[src/design/dop_pkg.sv]
// Shared constants, types and codes for the DHCP offer option parser.
`default_nettype none

package dop_pkg;

    localparam int MAX_MESSAGE_BYTES = 1024;
    // Byte offset counter saturates at MAX_MESSAGE_BYTES, so it must hold that value.
    localparam int OFS_W = $clog2(MAX_MESSAGE_BYTES + 1);
    // Next code index reaches at most 255 + 2 + 255.
    localparam int NEXT_W = 10;
    localparam int CMP_W = (OFS_W > NEXT_W) ? OFS_W : NEXT_W;

    localparam int OPTIONS_BASE = 236;
    localparam int FIRST_CODE_INDEX = 4;
    localparam int LAST_CODE_INDEX = 255;
    localparam int CLIENT_FIRST = 16;
    localparam int CLIENT_LAST = 19;
    localparam logic [7:0] OP_BOOTREPLY = 8'd2;

    localparam int SLOTS = 4;
    localparam int SLOT_SERVER = 0;
    localparam int SLOT_MASK = 1;
    localparam int SLOT_DNS = 2;
    localparam int SLOT_LEASE = 3;

    localparam logic [7:0] CODE_SERVER_ID = 8'd54;
    localparam logic [7:0] CODE_SUBNET_MASK = 8'd1;
    localparam logic [7:0] CODE_DNS = 8'd6;
    localparam logic [7:0] CODE_LEASE = 8'd51;

    localparam logic [2:0] ST_OK = 3'd0;
    localparam logic [2:0] ST_NOT_REPLY = 3'd1;
    localparam logic [2:0] ST_NO_SERVER = 3'd2;
    localparam logic [2:0] ST_NO_MASK = 3'd3;
    localparam logic [2:0] ST_NO_DNS = 3'd4;
    localparam logic [2:0] ST_NO_LEASE = 3'd5;

    typedef enum logic [1:0] {
        PH_CODE,
        PH_LENGTH,
        PH_DONE
    } phase_t;

    typedef struct packed {
        logic [31:0] client;
        logic [31:0] server;
        logic [31:0] mask;
        logic [31:0] dns;
        logic [31:0] lease;
    } sess_t;

    typedef struct packed {
        logic step;
        logic last;
    } step_ctl_t;

    function automatic logic [7:0] slot_code(input logic [1:0] slot);
        logic [7:0] code;
        case (slot)
            2'd0: code = CODE_SERVER_ID;
            2'd1: code = CODE_SUBNET_MASK;
            2'd2: code = CODE_DNS;
            2'd3: code = CODE_LEASE;
            default: code = CODE_SERVER_ID;
        endcase
        return code;
    endfunction

endpackage

`default_nettype wire

[src/design/dop_if.sv]
// Channel interfaces: message byte stream in, parse result out.
`default_nettype none

interface dop_byte_if;
    logic       valid;
    logic       ready;
    logic [7:0] rx_byte;
    logic       last_byte;

    modport source (output valid, output rx_byte, output last_byte, input ready);
    modport sink (input valid, input rx_byte, input last_byte, output ready);
endinterface

interface dop_result_if;
    logic        valid;
    logic        ready;
    logic [2:0]  status;
    logic [31:0] client_ip;
    logic [31:0] server_ip;
    logic [31:0] subnet_mask;
    logic [31:0] dns_address;
    logic [31:0] lease_seconds;

    modport source (
        output valid, output status, output client_ip, output server_ip,
        output subnet_mask, output dns_address, output lease_seconds, input ready
    );
    modport sink (
        input valid, input status, input client_ip, input server_ip,
        input subnet_mask, input dns_address, input lease_seconds, output ready
    );
endinterface

`default_nettype wire

[src/design/dop_parser.sv]
// Per-byte message state update, option walk and session commit.
`default_nettype none

module dop_parser (
    input  wire logic             clk,
    input  wire logic             rst_n,
    input  wire dop_pkg::step_ctl_t ctl,
    input  wire logic [7:0]       rx_byte,
    output logic [2:0]            status,
    output dop_pkg::sess_t        sess
);

    logic [dop_pkg::OFS_W-1:0]  offset_reg;
    logic                       reply_reg;
    logic [31:0]                cap_reg;
    logic [dop_pkg::NEXT_W-1:0] next_reg;
    dop_pkg::phase_t            phase_reg;
    logic [dop_pkg::SLOTS-1:0]  flags_reg;
    logic [31:0]                val_reg [dop_pkg::SLOTS];
    logic [7:0]                 pos_reg [dop_pkg::SLOTS];
    dop_pkg::sess_t             sess_reg;

    logic                       reply_next;
    logic [31:0]                cap_next;
    logic [dop_pkg::NEXT_W-1:0] next_next;
    dop_pkg::phase_t            phase_next;
    logic [dop_pkg::SLOTS-1:0]  flags_next;
    logic [31:0]                val_next [dop_pkg::SLOTS];
    logic [7:0]                 pos_next [dop_pkg::SLOTS];
    dop_pkg::sess_t             sess_next;

    logic                       take;
    logic                       in_opts;
    logic [dop_pkg::CMP_W-1:0]  idx;
    logic [dop_pkg::CMP_W-1:0]  next_c;
    logic [dop_pkg::CMP_W-1:0]  rel [dop_pkg::SLOTS];
    logic [dop_pkg::NEXT_W-1:0] next_sum;

    assign take = offset_reg < dop_pkg::OFS_W'(dop_pkg::MAX_MESSAGE_BYTES);
    assign in_opts = offset_reg >= dop_pkg::OFS_W'(dop_pkg::OPTIONS_BASE);
    assign idx = dop_pkg::CMP_W'(offset_reg) - dop_pkg::CMP_W'(dop_pkg::OPTIONS_BASE);
    assign next_c = dop_pkg::CMP_W'(next_reg);
    assign next_sum = next_reg + dop_pkg::NEXT_W'(rx_byte) + dop_pkg::NEXT_W'(2);

    always_comb
    begin
        reply_next = reply_reg;
        cap_next   = cap_reg;
        next_next  = next_reg;
        phase_next = phase_reg;
        flags_next = flags_reg;
        for (int s = 0; s < dop_pkg::SLOTS; s++)
        begin
            val_next[s] = val_reg[s];
            pos_next[s] = pos_reg[s];
            rel[s] = idx - dop_pkg::CMP_W'(pos_reg[s]);
        end

        if (take)
        begin
            if (offset_reg == '0)
                reply_next = (rx_byte == dop_pkg::OP_BOOTREPLY);
            if (offset_reg >= dop_pkg::OFS_W'(dop_pkg::CLIENT_FIRST) &&
                offset_reg <= dop_pkg::OFS_W'(dop_pkg::CLIENT_LAST))
                cap_next = cap_reg | ({rx_byte, 24'd0} >> {offset_reg[1:0], 3'b000});

            if (in_opts)
            begin
                // value bytes of options already matched; uses flags before this byte
                for (int s = 0; s < dop_pkg::SLOTS; s++)
                begin
                    if (flags_reg[s] && idx >= dop_pkg::CMP_W'(pos_reg[s]) &&
                        rel[s] >= dop_pkg::CMP_W'(2) && rel[s] <= dop_pkg::CMP_W'(5))
                        val_next[s] = val_reg[s] |
                            ({rx_byte, 24'd0} >> {rel[s][1:0] + 2'd2, 3'b000});
                end

                if (phase_reg == dop_pkg::PH_CODE && idx == next_c)
                begin
                    for (int s = 0; s < dop_pkg::SLOTS; s++)
                    begin
                        if (!flags_reg[s] && rx_byte == dop_pkg::slot_code(2'(s)))
                        begin
                            flags_next[s] = 1'b1;
                            pos_next[s] = idx[7:0];
                        end
                    end
                    phase_next = dop_pkg::PH_LENGTH;
                end
                else if (phase_reg == dop_pkg::PH_LENGTH &&
                         idx == next_c + dop_pkg::CMP_W'(1))
                begin
                    next_next = next_sum;
                    phase_next = (next_sum > dop_pkg::NEXT_W'(dop_pkg::LAST_CODE_INDEX)) ?
                                 dop_pkg::PH_DONE : dop_pkg::PH_CODE;
                end
            end
        end
    end

    // commit in order, stopping at the first option not seen
    always_comb
    begin
        sess_next = sess_reg;
        status = dop_pkg::ST_OK;
        if (!reply_next)
            status = dop_pkg::ST_NOT_REPLY;
        else
        begin
            sess_next.client = cap_next;
            if (!flags_next[dop_pkg::SLOT_SERVER])
                status = dop_pkg::ST_NO_SERVER;
            else
            begin
                sess_next.server = val_next[dop_pkg::SLOT_SERVER];
                if (!flags_next[dop_pkg::SLOT_MASK])
                    status = dop_pkg::ST_NO_MASK;
                else
                begin
                    sess_next.mask = val_next[dop_pkg::SLOT_MASK];
                    if (!flags_next[dop_pkg::SLOT_DNS])
                        status = dop_pkg::ST_NO_DNS;
                    else
                    begin
                        sess_next.dns = val_next[dop_pkg::SLOT_DNS];
                        if (!flags_next[dop_pkg::SLOT_LEASE])
                            status = dop_pkg::ST_NO_LEASE;
                        else
                            sess_next.lease = val_next[dop_pkg::SLOT_LEASE];
                    end
                end
            end
        end
    end

    always_ff @(posedge clk or negedge rst_n)
    begin
        if (!rst_n)
        begin
            offset_reg <= '0;
            reply_reg  <= 1'b0;
            cap_reg    <= '0;
            next_reg   <= dop_pkg::NEXT_W'(dop_pkg::FIRST_CODE_INDEX);
            phase_reg  <= dop_pkg::PH_CODE;
            flags_reg  <= '0;
            for (int s = 0; s < dop_pkg::SLOTS; s++)
            begin
                val_reg[s] <= '0;
                pos_reg[s] <= '0;
            end
            sess_reg   <= '0;
        end
        else if (ctl.step)
        begin
            if (ctl.last)
            begin
                offset_reg <= '0;
                reply_reg  <= 1'b0;
                cap_reg    <= '0;
                next_reg   <= dop_pkg::NEXT_W'(dop_pkg::FIRST_CODE_INDEX);
                phase_reg  <= dop_pkg::PH_CODE;
                flags_reg  <= '0;
                for (int s = 0; s < dop_pkg::SLOTS; s++)
                begin
                    val_reg[s] <= '0;
                    pos_reg[s] <= '0;
                end
                sess_reg   <= sess_next;
            end
            else
            begin
                offset_reg <= offset_reg + dop_pkg::OFS_W'(take);
                reply_reg  <= reply_next;
                cap_reg    <= cap_next;
                next_reg   <= next_next;
                phase_reg  <= phase_next;
                flags_reg  <= flags_next;
                for (int s = 0; s < dop_pkg::SLOTS; s++)
                begin
                    val_reg[s] <= val_next[s];
                    pos_reg[s] <= pos_next[s];
                end
            end
        end
    end

    assign sess = sess_reg;

endmodule

`default_nettype wire

[src/design/dhcp_offer_option_parser.sv]
// DHCP offer option parser: top level with input and result registers.
//
// rx carries one message byte per transfer, op byte first; last_byte marks
// the final byte. res carries one transfer per message: status and the five
// session values as they stand after the commit.
// Each byte goes into an input register and is parsed from there; a
// message result is loaded into the result register when its last byte is parsed.
// Throughput is one byte per cycle, set by the single input register,
// except while a final byte is held. While a result waits on res, non-final
// bytes of the next message keep flowing; a final byte is held in the input
// register until the result register is free, and rx.ready drops behind it.
// Reset clears the message state, the session values (to zero) and both
// valid flags. Bytes past the maximum message length only count for their
// last_byte mark; options past index 255 are never seen.
`default_nettype none

module dhcp_offer_option_parser (
    input  wire logic     clk,
    input  wire logic     rst_n,
    dop_byte_if.sink      rx,
    dop_result_if.source  res
);

    logic                 in_valid_reg;
    logic [7:0]           byte_reg;
    logic                 last_reg;
    logic                 out_valid_reg;
    logic [2:0]           status_reg;
    logic                 process;
    logic [2:0]           status;
    dop_pkg::sess_t       sess;
    dop_pkg::step_ctl_t   ctl;

    assign process = in_valid_reg && (!last_reg || !out_valid_reg || res.ready);
    assign rx.ready = !in_valid_reg || process;

    assign ctl.step = process;
    assign ctl.last = last_reg;

    always_ff @(posedge clk or negedge rst_n)
    begin
        if (!rst_n)
            in_valid_reg <= 1'b0;
        else if (rx.ready)
            in_valid_reg <= rx.valid;
    end

    always_ff @(posedge clk)
    begin
        if (rx.valid && rx.ready)
        begin
            byte_reg <= rx.rx_byte;
            last_reg <= rx.last_byte;
        end
    end

    dop_parser u_parser (
        .clk     (clk),
        .rst_n   (rst_n),
        .ctl     (ctl),
        .rx_byte (byte_reg),
        .status  (status),
        .sess    (sess)
    );

    always_ff @(posedge clk or negedge rst_n)
    begin
        if (!rst_n)
            out_valid_reg <= 1'b0;
        else if (process && last_reg)
            out_valid_reg <= 1'b1;
        else if (res.ready)
            out_valid_reg <= 1'b0;
    end

    always_ff @(posedge clk)
    begin
        if (process && last_reg)
            status_reg <= status;
    end

    // session registers only move on a commit, which also loads the result
    assign res.valid          = out_valid_reg;
    assign res.status         = status_reg;
    assign res.client_ip      = sess.client;
    assign res.server_ip      = sess.server;
    assign res.subnet_mask    = sess.mask;
    assign res.dns_address    = sess.dns;
    assign res.lease_seconds  = sess.lease;

endmodule

`default_nettype wire

[src/flat_wrapper.sv]
// flat-port wrapper written by rule: the top's interface ports become plain ports
module dhcp_offer_option_parser_flat 
  (clk, rst_n, rx_valid, rx_rx_byte, rx_last_byte, rx_ready, res_valid, res_status, res_client_ip, res_server_ip, res_subnet_mask, res_dns_address, res_lease_seconds, res_ready);
  dop_byte_if rx_i ();
  dop_result_if res_i ();
  input  wire logic clk;
  input  wire logic rst_n;
  input wire logic [$bits(rx_i.valid)-1:0] rx_valid;
  input wire logic [$bits(rx_i.rx_byte)-1:0] rx_rx_byte;
  input wire logic [$bits(rx_i.last_byte)-1:0] rx_last_byte;
  output wire logic [$bits(rx_i.ready)-1:0] rx_ready;
  output wire logic [$bits(res_i.valid)-1:0] res_valid;
  output wire logic [$bits(res_i.status)-1:0] res_status;
  output wire logic [$bits(res_i.client_ip)-1:0] res_client_ip;
  output wire logic [$bits(res_i.server_ip)-1:0] res_server_ip;
  output wire logic [$bits(res_i.subnet_mask)-1:0] res_subnet_mask;
  output wire logic [$bits(res_i.dns_address)-1:0] res_dns_address;
  output wire logic [$bits(res_i.lease_seconds)-1:0] res_lease_seconds;
  input wire logic [$bits(res_i.ready)-1:0] res_ready;
  assign rx_i.valid = rx_valid;
  assign rx_i.rx_byte = rx_rx_byte;
  assign rx_i.last_byte = rx_last_byte;
  assign rx_ready = rx_i.ready;
  assign res_valid = res_i.valid;
  assign res_status = res_i.status;
  assign res_client_ip = res_i.client_ip;
  assign res_server_ip = res_i.server_ip;
  assign res_subnet_mask = res_i.subnet_mask;
  assign res_dns_address = res_i.dns_address;
  assign res_lease_seconds = res_i.lease_seconds;
  assign res_i.ready = res_ready;
  dhcp_offer_option_parser u_core (.clk(clk), .rst_n(rst_n), .rx(rx_i), .res(res_i));
endmodule
[config.mk]
export PLATFORM = sky130hd
export DESIGN_NAME = dhcp_offer_option_parser_flat
export DESIGN_NICKNAME = d
export VERILOG_FILES = /design/src/design/dop_pkg.sv /design/src/design/dop_if.sv /design/src/design/dop_parser.sv /design/src/design/dhcp_offer_option_parser.sv /design/src/flat_wrapper.sv
export SDC_FILE = /design/constraint.sdc
export NUM_CORES = 1
export LEC_CHECK = 0
export BUFFER_PORTS_ARGS = -buffer_cell sky130_fd_sc_hd__buf_2
export CAP_MARGIN = 20
export CORE_MARGIN = 3
export CORE_UTILIZATION = 30
export DETAILED_ROUTE_END_ITERATION = 12
export PLACE_DENSITY_LB_ADDON = 0.1
export SLEW_MARGIN = 20
export SYNTH_ARGS = -nofsm -noshare
export SYNTH_HDL_FRONTEND = slang
export SYNTH_HIERARCHICAL = 1
export SYNTH_SLANG_ARGS = --single-unit
[constraint.sdc]
create_clock -name clk -period 3.6 [get_ports clk]
set_input_delay 0.54 -clock clk [delete_from_list [all_inputs] [get_ports clk]]
set_output_delay 0.54 -clock clk [all_outputs]
set_load 0.005 [all_outputs]
==> flow_summary.rst <==
.. list-table::
   :header-rows: 1

   * - Metric
     - Value
   * - Flip-flop count of the largest register, all copies and words added
     - 160
   * - Number of setup violations in the final report
     - 0
   * - I/O Buffers
     - 177
   * - Leading cell types by count after synthesis
     - 381 x sky130_fd_sc_hd__dfrtp_1, 307 x sky130_fd_sc_hd__nor2_1, 251 x sky130_fd_sc_hd__a21oi_1
   * - Die Wd
     - 262 um
   * - Final RePlAce weighted congestion
     - 0.843
   * - Final Hold Fails
     - 0
   * - Pwr/cell area
     - 469 nW/um^2
   * - Delay contributed by the slowest stage of the critical path
     - 0.47 ns
   * - Post-detailed-route via-to-cell ratio
     - 5.24
   * - DRC violation count after routing
     - 0
   * - GRT Resource Usage Total
     - 20.0%
   * - Worst IR Drop VDD
     - 0.346 mV
   * - Clock root buffer
     - sky130_fd_sc_hd__clkbuf_16
   * - First-pass GRT wire length
     - 106 mm
   * - Number of DRC markers after the initial detailed-route iteration
     - 1,193
   * - Class of the most critical hold timing path
     - primary input to register
   * - Initial core utilization
     - 30.4%
   * - Die area
     - 68,500 um^2
   * - Top cell by count, worst path
     - sky130_fd_sc_hd__a21oi_2
   * - Number of fillers in the final layout
     - 6,509
   * - Maximum fanout along the worst path
     - 7
   * - Flip-flop cell with the highest count after synthesis
     - sky130_fd_sc_hd__dfrtp_1
   * - Antenna violations before repair
     - 0
   * - Top cells by area, synth
     - sky130_fd_sc_hd__dfrtp_1 49%, sky130_fd_sc_hd__a21oi_1 6.4%, sky130_fd_sc_hd__nor2_1 5.9%
   * - Synth Area in Simple Gates
     - 14.2%
   * - Via count of the first global-routing pass
     - 16,700
   * - TritonCTS clock tree
     - built
   * - Sum of internal, switching and leakage power
     - 11.5 mW
   * - Area share of fa/ha/maj cells after synthesis
     - 3.96%
   * - Core occupancy in the finished layout
     - 38.0%
   * - H-tree depth
     - 2
   * - Combinational family with the most area after synthesis
     - compound AO/OA/AOI/OAI gates
   * - Worst setup SP type
     - register
   * - Mean instance size in the synthesized netlist
     - 9.75 um^2
   * - Post-detail-place hpwl
     - 46.6 mm
   * - Remaining number of nets flagged by the antenna check after routing
     - 0
   * - Final Max Tran Viols
     - 0
   * - Endpoint arrival time on the critical path
     - 4.00 ns
   * - Chip Height
     - 262 um
   * - Lkg Pwr
     - 11.5 nW
   * - Sequential-to-total area share from yosys stat
     - 50.6%
   * - Achievable frequency
     - 287 MHz
   * - Worst Skew
     - 0.0183 ns
   * - Final Critical Period
     - 3.48 ns
   * - Clock Tree Buf Depth
     - 3
   * - Unrepaired setup endpoints after global routing
     - true
   * - Headroom to the max-slew limit
     - 49.9%
   * - Yosys synthesis warning count
     - 6
   * - Clock-pin slew on the worst setup and hold paths
     - 0.06 ns
   * - Run status
     - finished clean
   * - Top-count cell post-synth
     - sky130_fd_sc_hd__dfrtp_1
   * - Area of the core region
     - 64,600 um^2
   * - Num CTS Buffers
     - 48
   * - Worst-Skew Late Latency
     - 0.59 ns
   * - Ports
     - 178
   * - Average detailed-routed wire length per instance
     - 22.2 um
   * - Xor-xnor portion of the synthesized cell area
     - 2.88%
   * - Number of detailed-route iterations in the first pass
     - 5
   * - Count of unique library cells instantiated by Yosys
     - 78
   * - Max capacitance violation total
     - 0
   * - FP Rows
     - 93
   * - Gate Count Post-Synth
     - 2,012
   * - Transition at the pin with the smallest max-transition slack
     - 0.745 ns
   * - Slowest cell on crit path
     - sky130_fd_sc_hd__dfrtp_2
   * - Mapped cell area
     - 19,600 um^2
   * - Portion of synthesized cell area occupied by the leading cell type
     - 48.6%
   * - Clock sink total
     - 394
   * - Grt total ovfl
     - 0
   * - Synthesis-stage register bit count
     - 394
   * - Top cell type by total area after synthesis
     - sky130_fd_sc_hd__dfrtp_1
   * - Classification of the worst setup path
     - register to register
   * - Area fraction in compound gates after synthesis
     - 20.3%
   * - Sum of routed wire length over all layers
     - 69.6 mm
   * - Number of nets in the final layout
     - 2,322
   * - Via count of the routed design
     - 16,400
   * - Fraction of registers with async set or reset after synthesis
     - 97.0%
   * - Ratio of final minimum period to clock period
     - 96.7%
   * - Diodes inserted
     - 0
   * - Proportion of synthesized area in mux cells
     - 3.62%
   * - Worst Setup End Kind
     - register
   * - Area growth syn-to-layout
     - 25.2%
   * - Fraction of final layout cells sized beyond drive strength 1
     - 22.7%
   * - Required time reported for the critical path endpoint
     - 4.12 ns
   * - Post-synth EDFFs
     - 12
   * - Maximum number of pins on one net before global-route repair
     - 71
   * - Post-Syn Nets
     - 2,084
   * - Chain of cells forming the critical path
     - a21o_4 -> a221oi_4 -> inv_2 -> ha_4 -> nor2_4 -> a21oi_2 -> a2111oi_2 -> and3_1 -> o2111ai_2 -> nor4_4 -> buf_6 -> or4b_4 -> a21oi_2
## repair_timing
action,CTS,global route
setup buffers,0,10
hold endpoints to repair,50,0
gates cloned,1,5
resized for setup,18,76
pin swaps,4,17
setup endpoints to repair,108,232
hold buffers,1,0
## layout make-up
type	count	area, um^2	area share [%]
Clock buffer	56	1300	5.31
Clock inverter	27	317	1.29
Inverter	67	251	1.02
Multi-Input combinational cell	1401	9280	37.8
Sequential cell	394	9920	40.4
Tap cell	855	1070	4.36
Timing Repair Buffer	338	2410	9.81
## cells by family (layout without fill, tap and decap cells)
logic type,after synthesis,count (layout)
compound gates,635,635
xor+xnor,54,54
fa+ha+maj,59,59
buf+inv,217,488
flops,394,394
mux,67,67
simple gates,586,586
## worst max-delay path: cells and delay by family, from the launching register on
| kind | cells | cell delay [ns] |
|---|---|---|
| simple gates | 4 | 1.21 |
| buf+inv | 2 | 0.28 |
| fa+ha+maj | 1 | 0.26 |
| flops | 1 | 0.47 |
| compound gates | 6 | 1.22 |
## power breakdown
| part | switching, mW | internal (mW) | leakage [nW] |
|---|---|---|---|
| clock network | 2.02 | 3.01 | 0.795 |
| registers | 0.0802 | 4.55 | 5.42 |
| logic | 1.21 | 0.654 | 5.30 |
| total | 3.30 | 8.22 | 11.5 |
## per-stage QoR
stage	setup TNS [ns]	setup slack [ns]	hold slack, ns	instance area, um^2	std cells
2_1_floorplan	0	0.0483	0.244	19600	2012
3_3_place_gp	-2.38	-0.137	0.460	22300	3038
3_5_place_dp	-4.78	-0.166	0.469	22300	3038
4_1_cts	0	0.00263	0.108	24000	3123
5_1_grt	-0.0803	-0.0441	0.113	24600	3138
6_report	0	0.119	0.137	24600	3138
## final timing paths
kind | cells past startpoint | slack (ns) | endpoint | from
max in group asynchronous | 3 | 2.15 | u_core/u_parser/sess[5] | rst_n
setup reg to reg | 13 | 0.12 | u_core/u_parser/sess[33] | u_core/u_parser/offset_reg[3]
hold / removal | 1 | 0.14 | u_core/byte_reg[4] | rx_rx_byte[4]
min in group asynchronous | 2 | 0.51 | u_core/u_parser/sess[125] | rst_n
setup / recovery | 13 | 0.12 | u_core/u_parser/sess[33] | u_core/u_parser/offset_reg[3]
hold reg to reg | 2 | 0.48 | u_core/u_parser/val_reg[108] | u_core/u_parser/val_reg[108]
## layer usage
layer	vias up	global-route usage [%]	part of all wire, %
li1	7651	-	-
met1	8304	28.4	46
met2	384	32.0	47
met3	100	3.38	4.9
met4	0	4.77	2.3
met5	-	0	0
## cells in the final DEF, fill, tap and decap left out, types with 45 or more instances in the layout
cell type | synthesis | routed
sky130_fd_sc_hd__a41oi_1 | 49 | 46
sky130_fd_sc_hd__buf_4 | 10 | 128
sky130_fd_sc_hd__a21oi_1 | 251 | 244
sky130_fd_sc_hd__inv_1 | 65 | 60
sky130_fd_sc_hd__buf_2 | 16 | 177
sky130_fd_sc_hd__o21ai_0 | 82 | 78
sky130_fd_sc_hd__nor2_1 | 307 | 304
sky130_fd_sc_hd__nand2_1 | 90 | 87
sky130_fd_sc_hd__dfrtp_1 | 381 | 378
sky130_fd_sc_hd__ha_1 | 54 | 45
sky130_fd_sc_hd__clkbuf_16 | 0 | 52
No activity file was read; power rests on OpenSTA's default activity.
